--- config.mk ---
export PLATFORM = sky130hd
export DESIGN_NAME = glos_ctrl
export DESIGN_NICKNAME = d
export VERILOG_FILES = /design/src/hw/rtl/glos_pkg.sv /design/src/hw/rtl/glos_ctrl.sv
export SDC_FILE = /design/constraint.sdc
export NUM_CORES = 1
export LEC_CHECK = 0
export BUFFER_PORTS_ARGS = -buffer_cell sky130_fd_sc_hd__buf_2
export CAP_MARGIN = 20
export CORE_AREA = 2 2 39 41
export CTS_CLUSTER_SIZE = 14
export DETAILED_ROUTE_END_ITERATION = 10
export DIE_AREA = 0 0 41 43
export SYNTH_ARGS = -nofsm -noshare
export SYNTH_HDL_FRONTEND = slang
export SYNTH_SLANG_ARGS = --single-unit
--- constraint.sdc ---
create_clock -name clk -period 1.8 [get_ports clk]
set_input_delay 0.27 -clock clk [delete_from_list [all_inputs] [get_ports clk]]
set_output_delay 0.27 -clock clk [all_outputs]
set_load 0.01 [all_outputs]
--- src/hw/rtl/glos_pkg.sv ---
`timescale 1ns / 1ps
// ----------------------------------------------------------------------------
// glos_pkg
// Shared constants, codes and control types of the grid line-of-sight unit.
// ----------------------------------------------------------------------------
package glos_pkg;

  // coordinate fields are fixed at six bits
  localparam int GLOS_COORD_W = 6;
  // error term: covers 2*err with margin for coordinates of GLOS_COORD_W bits
  localparam int GLOS_ERR_W   = GLOS_COORD_W + 3;

  // stream widths
  localparam int GLOS_IN_DATA_W  = 32;
  localparam int GLOS_OUT_DATA_W = 8;

  // default map size
  localparam int GLOS_MAP_COLS_DEF = 64;
  localparam int GLOS_MAP_ROWS_DEF = 64;

  // request kinds
  localparam logic GLOS_CMD_WRITE = 1'b0;
  localparam logic GLOS_CMD_QUERY = 1'b1;

  // controller to datapath commands
  typedef struct packed {
    logic clear_en;  // write one wall cell of the clearing sweep
    logic load;      // capture an accepted request
    logic map_write; // write the wall bit of the accepted request
    logic step;      // advance the line by one cell
    logic load_out;  // move the answer into the output register
  } glos_cmd_t;

  // datapath to controller status
  typedef struct packed {
    logic clear_last; // sweep is at the last map entry
    logic same_cell;  // request start and end cells coincide
    logic step_end;   // the current step lands on the end cell
    logic out_free;   // output register can take an answer this cycle
  } glos_sts_t;

endpackage

--- src/hw/rtl/glos_ctrl.sv ---
`timescale 1ns / 1ps
// ----------------------------------------------------------------------------
// glos_ctrl
// Sequencer: clearing sweep after reset, request intake, line walk, answer.
// ----------------------------------------------------------------------------
module glos_ctrl (
  input  logic              clk,
  input  logic              rst,
  input  logic              in_valid,
  output logic              in_ready,
  input  logic              in_command,
  input  glos_pkg::glos_sts_t sts,
  output glos_pkg::glos_cmd_t cmd
);
  import glos_pkg::*;

  localparam logic [1:0] ST_CLEAR = 2'd0;
  localparam logic [1:0] ST_IDLE  = 2'd1;
  localparam logic [1:0] ST_WALK  = 2'd2;
  localparam logic [1:0] ST_DONE  = 2'd3;

  logic [1:0] state;
  logic [1:0] state_next;
  logic       accept;

  assign in_ready = (state == ST_IDLE);
  assign accept   = in_valid && in_ready;

  // next state and commands
  always_comb begin
    state_next    = state;
    cmd           = '0;
    unique case (state)
      ST_CLEAR: begin
        cmd.clear_en = 1'b1;
        if (sts.clear_last) begin
          state_next = ST_IDLE;
        end
      end
      ST_IDLE: begin
        if (accept) begin
          cmd.load = 1'b1;
          if (in_command == GLOS_CMD_WRITE) begin
            cmd.map_write = 1'b1;
            state_next    = ST_DONE;
          end else if (sts.same_cell) begin
            state_next = ST_DONE;
          end else begin
            state_next = ST_WALK;
          end
        end
      end
      ST_WALK: begin
        cmd.step = 1'b1;
        if (sts.step_end) begin
          state_next = ST_DONE;
        end
      end
      ST_DONE: begin
        if (sts.out_free) begin
          cmd.load_out = 1'b1;
          state_next   = ST_IDLE;
        end
      end
      default: begin
        state_next = ST_CLEAR;
      end
    endcase
  end

  // state register
  always_ff @(posedge clk) begin
    if (rst) begin
      state <= ST_CLEAR;
    end else begin
      state <= state_next;
    end
  end

endmodule

-- Yosys cells after proc, flatten, opt, wreduce, memory -nomap -nowiden
Cells that the tools add are included.
- output and inout bits: 6
- word-level logic and storage cells: 25
- register bits: 2
- input bits: 8
- reduce and logical (&&, ||, !) cells: 3
- mux-type cells: 14
- equal/unequal tests: 7
- operators with widths (cell ; count):
    2-bit two-way mux ; 7
    2-bit one-hot mux with 4 select lines ; 1
    1-bit two-way mux ; 6
    2-bit != test, second input constant ; 3
    2-bit == test, second input constant ; 2
    4-bit AND reduction ; 1
    2-bit by 1-bit == test with 1-bit output, second input constant ; 1
    2-bit logical NOT ; 1
    2-bit by 1-bit != test with 1-bit output, second input constant ; 1
    1-bit logical AND ; 1

-- Depth between registers and ports, before layout
Gate-level depths: netlist (run 1).
- word-level depth: 4
- gate-level depth with buffers: 6

-- Worst setup path before layout (run 1)
OpenSTA, ideal clock, no wires.
- path type: reg-to-reg
- start point: reg state[0]
- end point: reg state[0]
- period minus slack after synthesis: 1552 ps
- library setup time: 114 ps
- data arrival time: 1438 ps
- cell stages (with the launch flop): 7
- data required time: 1686 ps
- path buffers: 0
- path slack: 248 ps
- cells stage by stage: dfxtp_1 -> inv_1 -> ha_1 -> nor2b_4 -> a2111oi_4 -> and4b_1 -> nor3_1
- word-level cells in the longest chain between the ends: 4
- RTL lines (item ; RTL line ; source):
    from (decl) ; glos_ctrl.sv:22 ; logic [1:0] state;
    from (signal assigned) ; glos_ctrl.sv:76 ; state <= state_next;
    2-bit by 1-bit == test with 1-bit output ; glos_ctrl.sv:26, glos_ctrl.sv:33 ;
    1-bit logical AND ; glos_ctrl.sv:27 ; assign accept = in_valid && in_ready;
    2-bit by 1-bit != test with 1-bit output (no source line) ; n/a ;
    4-bit AND reduction (no source line) ; n/a ;
Parallel ways exist; a longest one is shown, timed or not.
A chain may end at the register's enable or synchronous reset.

-- Worst setup path after layout (run 1)
- start point: reg state[0]
- end point: reg state[1]
The elaborated chain is that of the path after synthesis.

==> results of run 1 <==
path summary, 6_finish.rpt:
check	from	slack, ps	endpoint
worst max register to register	state[0]	190	state[1]
worst max-delay path	state[0]	190	state[1]
worst min register to register	state[0]	570	state[0]
worst min-delay path	rst	220	state[1]
cells by family after synthesis:
logic type      count (synthesis)
compound gates                  2
fa+ha+maj                       5
buf+inv                         4
flops                           2
mux                             1
simple gates                   10
cells in the mapped netlist:
library cell  instances
and4b_1               1
dfxtp_1               2
and3_1                1
inv_1                 4
o21ai_0               1
nor3_1                1
and2_1                2
nor2_1                2
nor2b_4               1
nor2b_1               2
a2111oi_4             1
mux2i_1               1
ha_1                  5
power breakdown:
part / switching [mW] / internal, mW
Sequential: 0.0268 / 0.0666
Combinational: 0.147 / 0.158
Clock: 0.0267 / 0.0736
Total: 0.200 / 0.299
per-layer routing:
| layer | share of wire | GRT usage | routed length, um | vias to the layer above |
|---|---|---|---|---|
| met4 | 0 | 0.0600 | 0 | 0 |
| met3 | 0.12 | 0.0471 | 56 | 0 |
| met2 | 0.47 | 0.113 | 217 | 12 |
| met1 | 0.41 | 0.0607 | 192 | 97 |
| li1 | - | - | - | 111 |
| met5 | 0 | 0 | 0 | - |
worst register-to-register path, cell delays in order, from the launching register on:
cell and delay [ps]:
dfxtp_1 400, inv_1 90, ha_1 210, nor2b_4 130, a2111oi_4 370, mux2i_1 240
nor2_1 50
layout make-up:
class | count | area, um^2 | share of cell area
clock buffer | 3 | 22.5 | 0.0672
inverter | 4 | 15.0 | 0.0448
tap | 16 | 20.0 | 0.0597
sequential | 2 | 40.0 | 0.119
timing repair buffer | 13 | 65.1 | 0.194
multi-input combinational | 18 | 173 | 0.515
metrics by stage:
stage          area [um^2]   util  power, mW
2_1_floorplan          228      -      0.323
3_3_place_gp           313  0.226      0.397
3_5_place_dp           313  0.226      0.408
4_1_cts                335  0.242      0.517
5_1_grt                335  0.242      0.568
6_report               335  0.242      0.499
cell usage in the layout, fill, tap and decap left out, drive strengths merged:
master	instances
nor2	2
a2111oi	1
and2	2
ha	5
mux2i	1
clkbuf	3
o21ai	1
and3	1
nor3	1
inv	4
buf	13
nor2b	3
dfxtp	2
and4b	1
==> results.py, run 1 <==
metrics = {
    "synth": {
        "post_synth.cell_area_avg_um2": 9.49,
        "synth.area.top_cells": "ha_1 (27%), dfxtp_1 (18%), a2111oi_4 (12%)",
        "synth_area_leader_cell": "ha_1",
        "synth.yosys.warnings": 0,
        "post_synth_fa_ha_maj_area_fraction": 0.275,
        "post_synthesis_instance_total": 24,
        "synth_compound_gate_area_share": 0.143,
        "synth_top_family_by_area": "simple AND/OR/NAND/NOR gates",
        "synth_nets": 37,
        "synth.mux.area_fraction": 0.0440,
        "synth-xor-area-share": 0,
        "syn-cell-area_um2": 228,
        "yosys_register_bits": 2,
        "synth-simple-area-share": 0.297,
        "synth_top_cell_area_share": 0.275,
        "yosysSeqAreaShare": 0.176,
        "ys_types": 13,
    },
    "clock_tree": {
        "numCtsBuffers": 3,
        "worst_skew_pair.late_latency_ps": 230,
        "cts_hold_repair.buffers": 0,
        "cts_htree_levels": 1,
        "tritoncts_clock_tree": "built",
        "cts_resized": 0,
        "reg_clk_slew_reported_paths_ps": 30,
        "clock_tree.root_cell": "clkbuf_4",
        "clock_sink_count": 2,
        "clock_tree.buffer_depth": 2,
        "cts_post_setup_buffers_inserted": 0,
    },
    "setup_path": {
        "worst_r2r_path_depth": 6,
        "worstPathBufferInverterCount": 1,
        "crit_path_end_kind": "flip-flop",
        "required_time_at_the_endpoint_of_the_critical_path_ps": 1910,
        "crit_path_max_fanout": 5,
        "worst_setup_path_start_kind": "flip-flop",
        "worst-setup-path-type": "reg -> reg",
        "crit_path_cell_trace": "inv_1 -> ha_1 -> nor2b_4 -> a2111oi_4 -> mux2i_1 -> nor2_1",
        "timing.critical_path.slowest_stage_cell": "dfxtp_1",
        "cpLargestDelayFamily": "flip-flops",
        "critical_path_arrival_ps": 1720,
        "cp.depth": 6,
        "cp_slowest_stage_delay_ps": 400,
    },
    "floorplanning": {
        "die_y_um": 43,
        "chipWidth_um": 41,
        "row_count": 14,
        "floorplan.initialDensity": 0.165,
        "fp.coreArea_um2": 1380,
        "design.die.area_um2": 1760,
        "io_pins": 14,
    },
    "sta": {
        "post-route-min-period_ps": 1610,
        "setup-violations-final": 0,
        "maxClockFrequency_mhz": 623,
        "max_slew.worst_pin.slew_ps": 314,
        "timing.hold.ws_ps": 218,
        "rsz_0062_raised_after_global_routing": "no",
        "clock_skew_ps": 2.23,
        "min_period_over_period": 0.892,
        "layout_setup_ws_ps": 194,
        "timing.slew.headroom": 0.790,
        "final_hold_viol_count": 0,
        "fin_setup_tns_ps": 0,
        "timing.final.max_slew_violations": 0,
    },
    "final_layout": {
        "fillCellCount": 158,
        "max_flop_register": "state",
        "flow.area_growth_from_synthesis_pct": 47.3,
        "insertedDiodeCount": 0,
        "largest_register_ff_count": 2,
        "finalNonFillerCells": 56,
        "largest_registers": "state (2)",
        "share_of_cells_above_drive_strength_1": 0.450,
        "num-nets-final": 55,
    },
    "global_route": {
        "first_pass_grt_wire_length_um": 814,
        "grt_max_degree": 6,
        "number_of_antenna_violations_at_the_first_check_in_global_routing": 0,
        "grt_pass1_vias": 237,
        "aggregate_global_routing_overflow": 0,
        "grtUsageTotal": 0.0731,
    },
    "placement": {
        "post-place-ws_ps": 175,
        "port_buffers": 13,
        "routabilityCongestion": 0.574,
        "placed_cells_incl_taps": 53,
        "dp_hpwl_um": 395,
    },
    "route": {
        "drt_drc_violations_left": 0,
        "drt-wirelength-per-cell_um": 8.32,
        "vias": 220,
        "antenna_violating_nets_post_route": 0,
        "routed_wirelength_um": 466,
        "dr.first_iter.drc_count": 1,
        "vias_per_cell": 3.93,
        "router_iterations_before_antenna_repair": 2,
    },
    "hold_path": {
        "min-delay-path-class": "in -> reg",
        "hold-path-cell-count": 2,
    },
    "power": {
        "irDropWorstVdd_mv": 0.318,
        "power.density_nw_per_um2": 1490,
        "static-leakage-power_nw": 0.189,
    },
    "run_status": {
        "status": "finished, final reports clean",
    },
    "run": {
        "max_cap_violations": 0,
    },
}
Power figures use the tool's default switching activity.
==> run 2: changes to the inputs <==
- CELL_PAD_IN_SITES_DETAIL_PLACEMENT: default -> 2
- CELL_PAD_IN_SITES_GLOBAL_PLACEMENT: default -> 2
- PLACE_DENSITY_LB_ADDON: default -> 0.1
==> run 2 against run 1 <==
Compared with the run above: first-iteration DRC count fell by 100%; critical path type is now reg -> out; fmax is 1.8% lower; routed wire length grew 18%; clock power about the same; worst hold slack improved by 3.8 ps; largest cell class unchanged; register-to-register slack got worse by 30 ps; via count is 0.45% higher; sequential share of layout area unchanged; clock skew is 0.84 ps lower.
==> results.py, run 2 (same netlist as run 1, synthesis figures left out) <==
metrics = {
    "clock_tree": {
        "cts_post_setup_buffers_inserted": 0,
        "cts_hold_repair.buffers": 0,
        "worst_skew_pair.late_latency_ps": 220,
        "clock_tree.buffer_depth": 2,
        "clock_sink_count": 2,
        "cts_resized": 0,
        "cts_htree_levels": 1,
        "reg_clk_slew_reported_paths_ps": 30,
        "tritoncts_clock_tree": "built",
        "numCtsBuffers": 3,
        "clock_tree.root_cell": "clkbuf_4",
    },
    "power": {
        "power_report.internal_total_mw": 0.302,
        "clkPwrFrac": 0.190,
        "swShare": 0.408,
        "power.density_nw_per_um2": 1520,
        "static-leakage-power_nw": 0.189,
        "irDropWorstVdd_mv": 0.456,
        "netSwitchingPower_mw": 0.208,
        "design_power_total_mw": 0.509,
        "share_seq_of_total_power": 0.185,
        "comb_power_share": 0.625,
    },
    "final_layout": {
        "largest_register_ff_count": 2,
        "max_flop_register": "state",
        "largest_registers": "state (2)",
        "num-nets-final": 55,
        "share_of_cells_above_drive_strength_1": 0.450,
        "flow.area_growth_from_synthesis_pct": 47.3,
        "layout_commonest_cell": "buf_2",
        "final_design_area_no_fill_um2": 335,
        "fillCellCount": 164,
        "mostFrequentLayoutCells": "buf_2 (13), ha_1 (5), inv_1 (4), clkbuf_4 (3)",
        "ff_latch_area_um2": 40.0,
        "finalNonFillerCells": 56,
        "insertedDiodeCount": 0,
        "multi_input_comb_area_um2": 173,
        "finish.utilization": 0.242,
    },
    "sta": {
        "timing.final.max_slew_violations": 0,
        "rsz_0062_raised_after_global_routing": "no",
        "clock_skew_ps": 1.38,
        "min_period_over_period": 0.908,
        "max_slew.worst_pin.slew_ps": 346,
        "fin_setup_tns_ps": 0,
        "timing.slew.headroom": 0.769,
        "maxClockFrequency_mhz": 612,
        "setup-violations-final": 0,
        "timing.hold.ws_ps": 222,
        "final_hold_viol_count": 0,
        "post-route-min-period_ps": 1630,
        "layout_setup_ws_ps": 165,
    },
    "route": {
        "vias_per_cell": 3.95,
        "routed_wirelength_um": 549,
        "dr.first_iter.drc_count": 0,
        "drt_drc_violations_left": 0,
        "drt-wirelength-per-cell_um": 9.80,
        "vias": 221,
        "router_iterations_before_antenna_repair": 1,
        "antenna_violating_nets_post_route": 0,
    },
    "floorplanning": {
        "chipWidth_um": 41,
        "floorplan.initialDensity": 0.165,
        "io_pins": 14,
        "row_count": 14,
        "fp.coreArea_um2": 1380,
        "design.die.area_um2": 1760,
        "die_y_um": 43,
    },
    "run": {
        "max_cap_violations": 0,
    },
    "setup_path": {
        "cp-startpoint": "state[1]",
        "reg2reg_setup_slack_ps": 170,
        "required_time_at_the_endpoint_of_the_critical_path_ps": 1530,
        "r2r-start": "state[0]",
        "crit_path_max_fanout": 4,
        "worst_r2r_path_depth": 6,
        "crit_path_to": "cmd[2]",
        "worst_setup_path_start_kind": "flip-flop",
        "critical_path_arrival_ps": 1360,
        "crit_path_end_kind": "primary output",
        "worst-setup-path-type": "reg -> out",
        "capture_point_of_the_worst_reg_to_reg_path": "state[0]",
    },
    "placement": {
        "dp_hpwl_um": 468,
        "routabilityCongestion": 0.622,
        "port_buffers": 13,
        "place_area_um2": 313,
        "post-place-ws_ps": 137,
        "placed_cells_incl_taps": 53,
    },
    "run_status": {
        "status": "finished, final reports clean",
    },
    "global_route": {
        "grtUsageTotal": 0.0800,
        "global_route.peak_usage_layer": "met2",
        "number_of_antenna_violations_at_the_first_check_in_global_routing": 0,
        "aggregate_global_routing_overflow": 0,
        "grt_pass1_vias": 199,
        "gr-usage-met2": 0.116,
        "groute.layer.met1.usage": 0.0889,
        "first_pass_grt_wire_length_um": 897,
        "grt_util_met3": 0.0314,
        "grt_max_degree": 6,
    },
    "hold_path": {
        "min-delay-path-class": "in -> reg",
    },
}
==> run 2: critical path: stages, from the launching register on <==
cell     delay, ps
dfxtp_1        380
inv_1          100
ha_1           210
and2_1         150
and3_1         170
buf_2          130
==> run 2: how the worst min path moves through the flow <==
stage               start        to  slack (ps)  depth (start not counted)
floorplan             rst  state[1]         340                          1
detailed placement    rst  state[1]         450                          2
global route          rst  state[1]         220                          2
global placement      rst  state[1]         450                          2
finish                rst  state[1]         220                          2
CTS                   rst  state[1]         220                          2
==> run 2: per-layer routing <==
layer / part of all wire / vias to the layer above
met4: 0 / 0
li1: - / 112
met5: 0 / -
met1: 0.42 / 100
met3: 0.089 / 0
met2: 0.49 / 9
==> run 2: area by class of cell <==
cell class	count	share of cell area
clock buffer	3	0.0672
inverter	4	0.0448
multi-input combinational	18	0.515
sequential	2	0.119
tap	16	0.0597
timing repair buffer	13	0.194
==> run 2: power by group through the flow <==
stage / combinational, mW / sequential, mW / clock, mW
floorplan: 0.237 / 0.0869 / 0
global placement: 0.328 / 0.0927 / 0
detailed placement: 0.328 / 0.0960 / 0
CTS: 0.329 / 0.0953 / 0.104
global route: 0.367 / 0.100 / 0.109
finish: 0.318 / 0.0944 / 0.0969
==> run 3: changes to the inputs <==
==> constraint.sdc (replaced) <==
create_clock -name clk -period 1.6 [get_ports clk]
set_input_delay 0.24 -clock clk [delete_from_list [all_inputs] [get_ports clk]]
set_output_delay 0.24 -clock clk [all_outputs]
set_load 0.005 [all_outputs]
==> run 3 against run 2 <==
Compared with the run above: count of clock-buffer cells in the layout did not move; total power rose by 25%; critical path type is now reg -> reg; combinational power rose by 36%; highest routed layer is now met4; routed wire length rose by 6.7%; sequential share of layout area fell by 1.3 points.
==> results.py, run 3 (same netlist as run 1, synthesis figures left out) <==
metrics = {
    "route": {
        "vias_per_cell": 3.98,
        "met3_wirelength_um": 48,
        "antenna_violating_nets_post_route": 0,
        "drt_drc_violations_left": 0,
        "dr.first_iter.drc_count": 1,
        "router_iterations_before_antenna_repair": 2,
        "top_signal_layer_used": "met4",
        "routed_wirelength_um": 586,
        "drt-wirelength-per-cell_um": 9.93,
        "vias": 235,
        "wl_met2_um": 284,
        "routedLengthMet1_um": 236,
    },
    "global_route": {
        "grt_pass1_vias": 231,
        "grtUsageTotal": 0.0820,
        "aggregate_global_routing_overflow": 0,
        "first_pass_grt_wire_length_um": 890,
        "number_of_antenna_violations_at_the_first_check_in_global_routing": 0,
        "grt_max_degree": 4,
    },
    "final_layout": {
        "fillCellCount": 170,
        "insertedDiodeCount": 0,
        "largest_registers": "state (2)",
        "share_of_cells_above_drive_strength_1": 0.628,
        "finish.utilization": 0.280,
        "mostFrequentLayoutCells": "buf_2 (13), inv_1 (3), clkbuf_4 (3)",
        "max_flop_register": "state",
        "layout_commonest_cell": "buf_2",
        "largest_register_ff_count": 2,
        "num-nets-final": 58,
        "flow.area_growth_from_synthesis_pct": 70.3,
    },
    "setup_path": {
        "crit_path_end_kind": "flip-flop",
        "crit_path_max_fanout": 3,
        "cpLargestDelayFamily": "simple AND/OR/NAND/NOR gates",
        "worst-setup-path-type": "reg -> reg",
        "crit_path_to": "state[0]",
        "crit_path_cell_trace": "buf_4 -> ha_4 -> nor2b_4 -> a2111oi_4 -> and4b_1 -> nor3_1",
        "cp_slowest_stage_delay_ps": 380,
        "timing.critical_path.slowest_stage_cell": "a2111oi_4",
        "worstPathBufferInverterCount": 1,
        "required_time_at_the_endpoint_of_the_critical_path_ps": 1710,
        "r2r-start": "state[0]",
        "worst_setup_path_start_kind": "flip-flop",
        "cp.depth": 6,
        "critical_path_arrival_ps": 1640,
        "cp-startpoint": "state[0]",
        "reg2reg_setup_slack_ps": 70,
        "capture_point_of_the_worst_reg_to_reg_path": "state[0]",
        "worst_r2r_path_depth": 6,
    },
    "sta": {
        "clock_skew_ps": 2.78,
        "post-route-min-period_ps": 1530,
        "final_hold_viol_count": 0,
        "maxClockFrequency_mhz": 652,
        "timing.hold.ws_ps": 186,
        "min_period_over_period": 0.959,
        "timing.final.max_slew_violations": 0,
        "fin_setup_tns_ps": 0,
        "max_slew.worst_pin.slew_ps": 334,
        "timing.slew.headroom": 0.777,
        "layout_setup_ws_ps": 65.8,
        "rsz_0062_raised_after_global_routing": "yes",
        "setup-violations-final": 0,
    },
    "run": {
        "max_cap_violations": 0,
    },
    "clock_tree": {
        "tritoncts_clock_tree": "built",
        "clock_tree.buffer_depth": 2,
        "numCtsBuffers": 3,
        "cts_htree_levels": 1,
        "worst_skew_pair.late_latency_ps": 230,
        "clock_sink_count": 2,
        "clock_tree.root_cell": "clkbuf_4",
        "reg_clk_slew_reported_paths_ps": 30,
    },
    "floorplanning": {
        "chipWidth_um": 41,
        "design.die.area_um2": 1760,
        "row_count": 14,
        "io_pins": 14,
        "die_y_um": 43,
        "fp.coreArea_um2": 1380,
        "floorplan.initialDensity": 0.165,
    },
    "placement": {
        "port_buffers": 13,
        "routabilityCongestion": 0.675,
        "post-place-ws_ps": -25.7,
    },
    "hold_path": {
        "min-delay-path-class": "in -> reg",
    },
    "power": {
        "power.density_nw_per_um2": 1640,
        "design_power_total_mw": 0.637,
        "irDropWorstVdd_mv": 0.603,
        "static-leakage-power_nw": 0.202,
    },
    "run_status": {
        "status": "finished, final reports clean",
    },
}
==> run 3: report_power, final <==
part / internal, mW / switching (mW)
sequential: 0.0776 / 0.0139
combinational: 0.238 / 0.197
clock: 0.0827 / 0.0290
total: 0.398 / 0.239
==> run 3: worst min-delay path by stage <==
| stage | from | endpoint | depth (start not counted) |
|---|---|---|---|
| 2_1_floorplan | rst | state[1] | 1 |
| 3_3_place_gp | rst | state[1] | 2 |
| 3_5_place_dp | rst | state[1] | 2 |
| 4_1_cts | rst | state[1] | 2 |
| 5_1_grt | rst | state[1] | 2 |
| 6_report | rst | state[1] | 2 |
==> run 3: area by class of cell <==
type                       instances  area, um^2  area share
clock buffer                       3        22.5      0.0581
multi-input combinational         18         198       0.510
timing repair buffer              16        91.3       0.235
sequential                         2        41.3       0.106
tap                               16        20.0      0.0516
inverter                           4        15.0      0.0387
==> run 3: worst reg2reg max path: stages, from the launching register on <==
cell,delay (ps)
dfxtp_2,310
buf_4,140
ha_4,150
nor2b_4,120
a2111oi_4,380
and4b_1,270
nor3_1,50
==> run 3: routing by layer <==
metal,vias up,GRT usage
met2,11,0.113
met4,0,0.100
met5,-,0
met3,2,0.0157
li1,118,-
met1,104,0.0889
==> run 3: repair_timing <==
item	CTS	global route
gates cloned	0	0
gates resized for setup	3	6
buffers inserted	1	0
pin swaps	2	2
hold buffers	0	0
setup endpoints to repair	2	3
==> run 3: stage by stage <==
stage	area, um^2	cells
global placement	328	55
detailed placement	328	55
floorplan	228	24
finish	388	59
global route	388	59
CTS	367	59
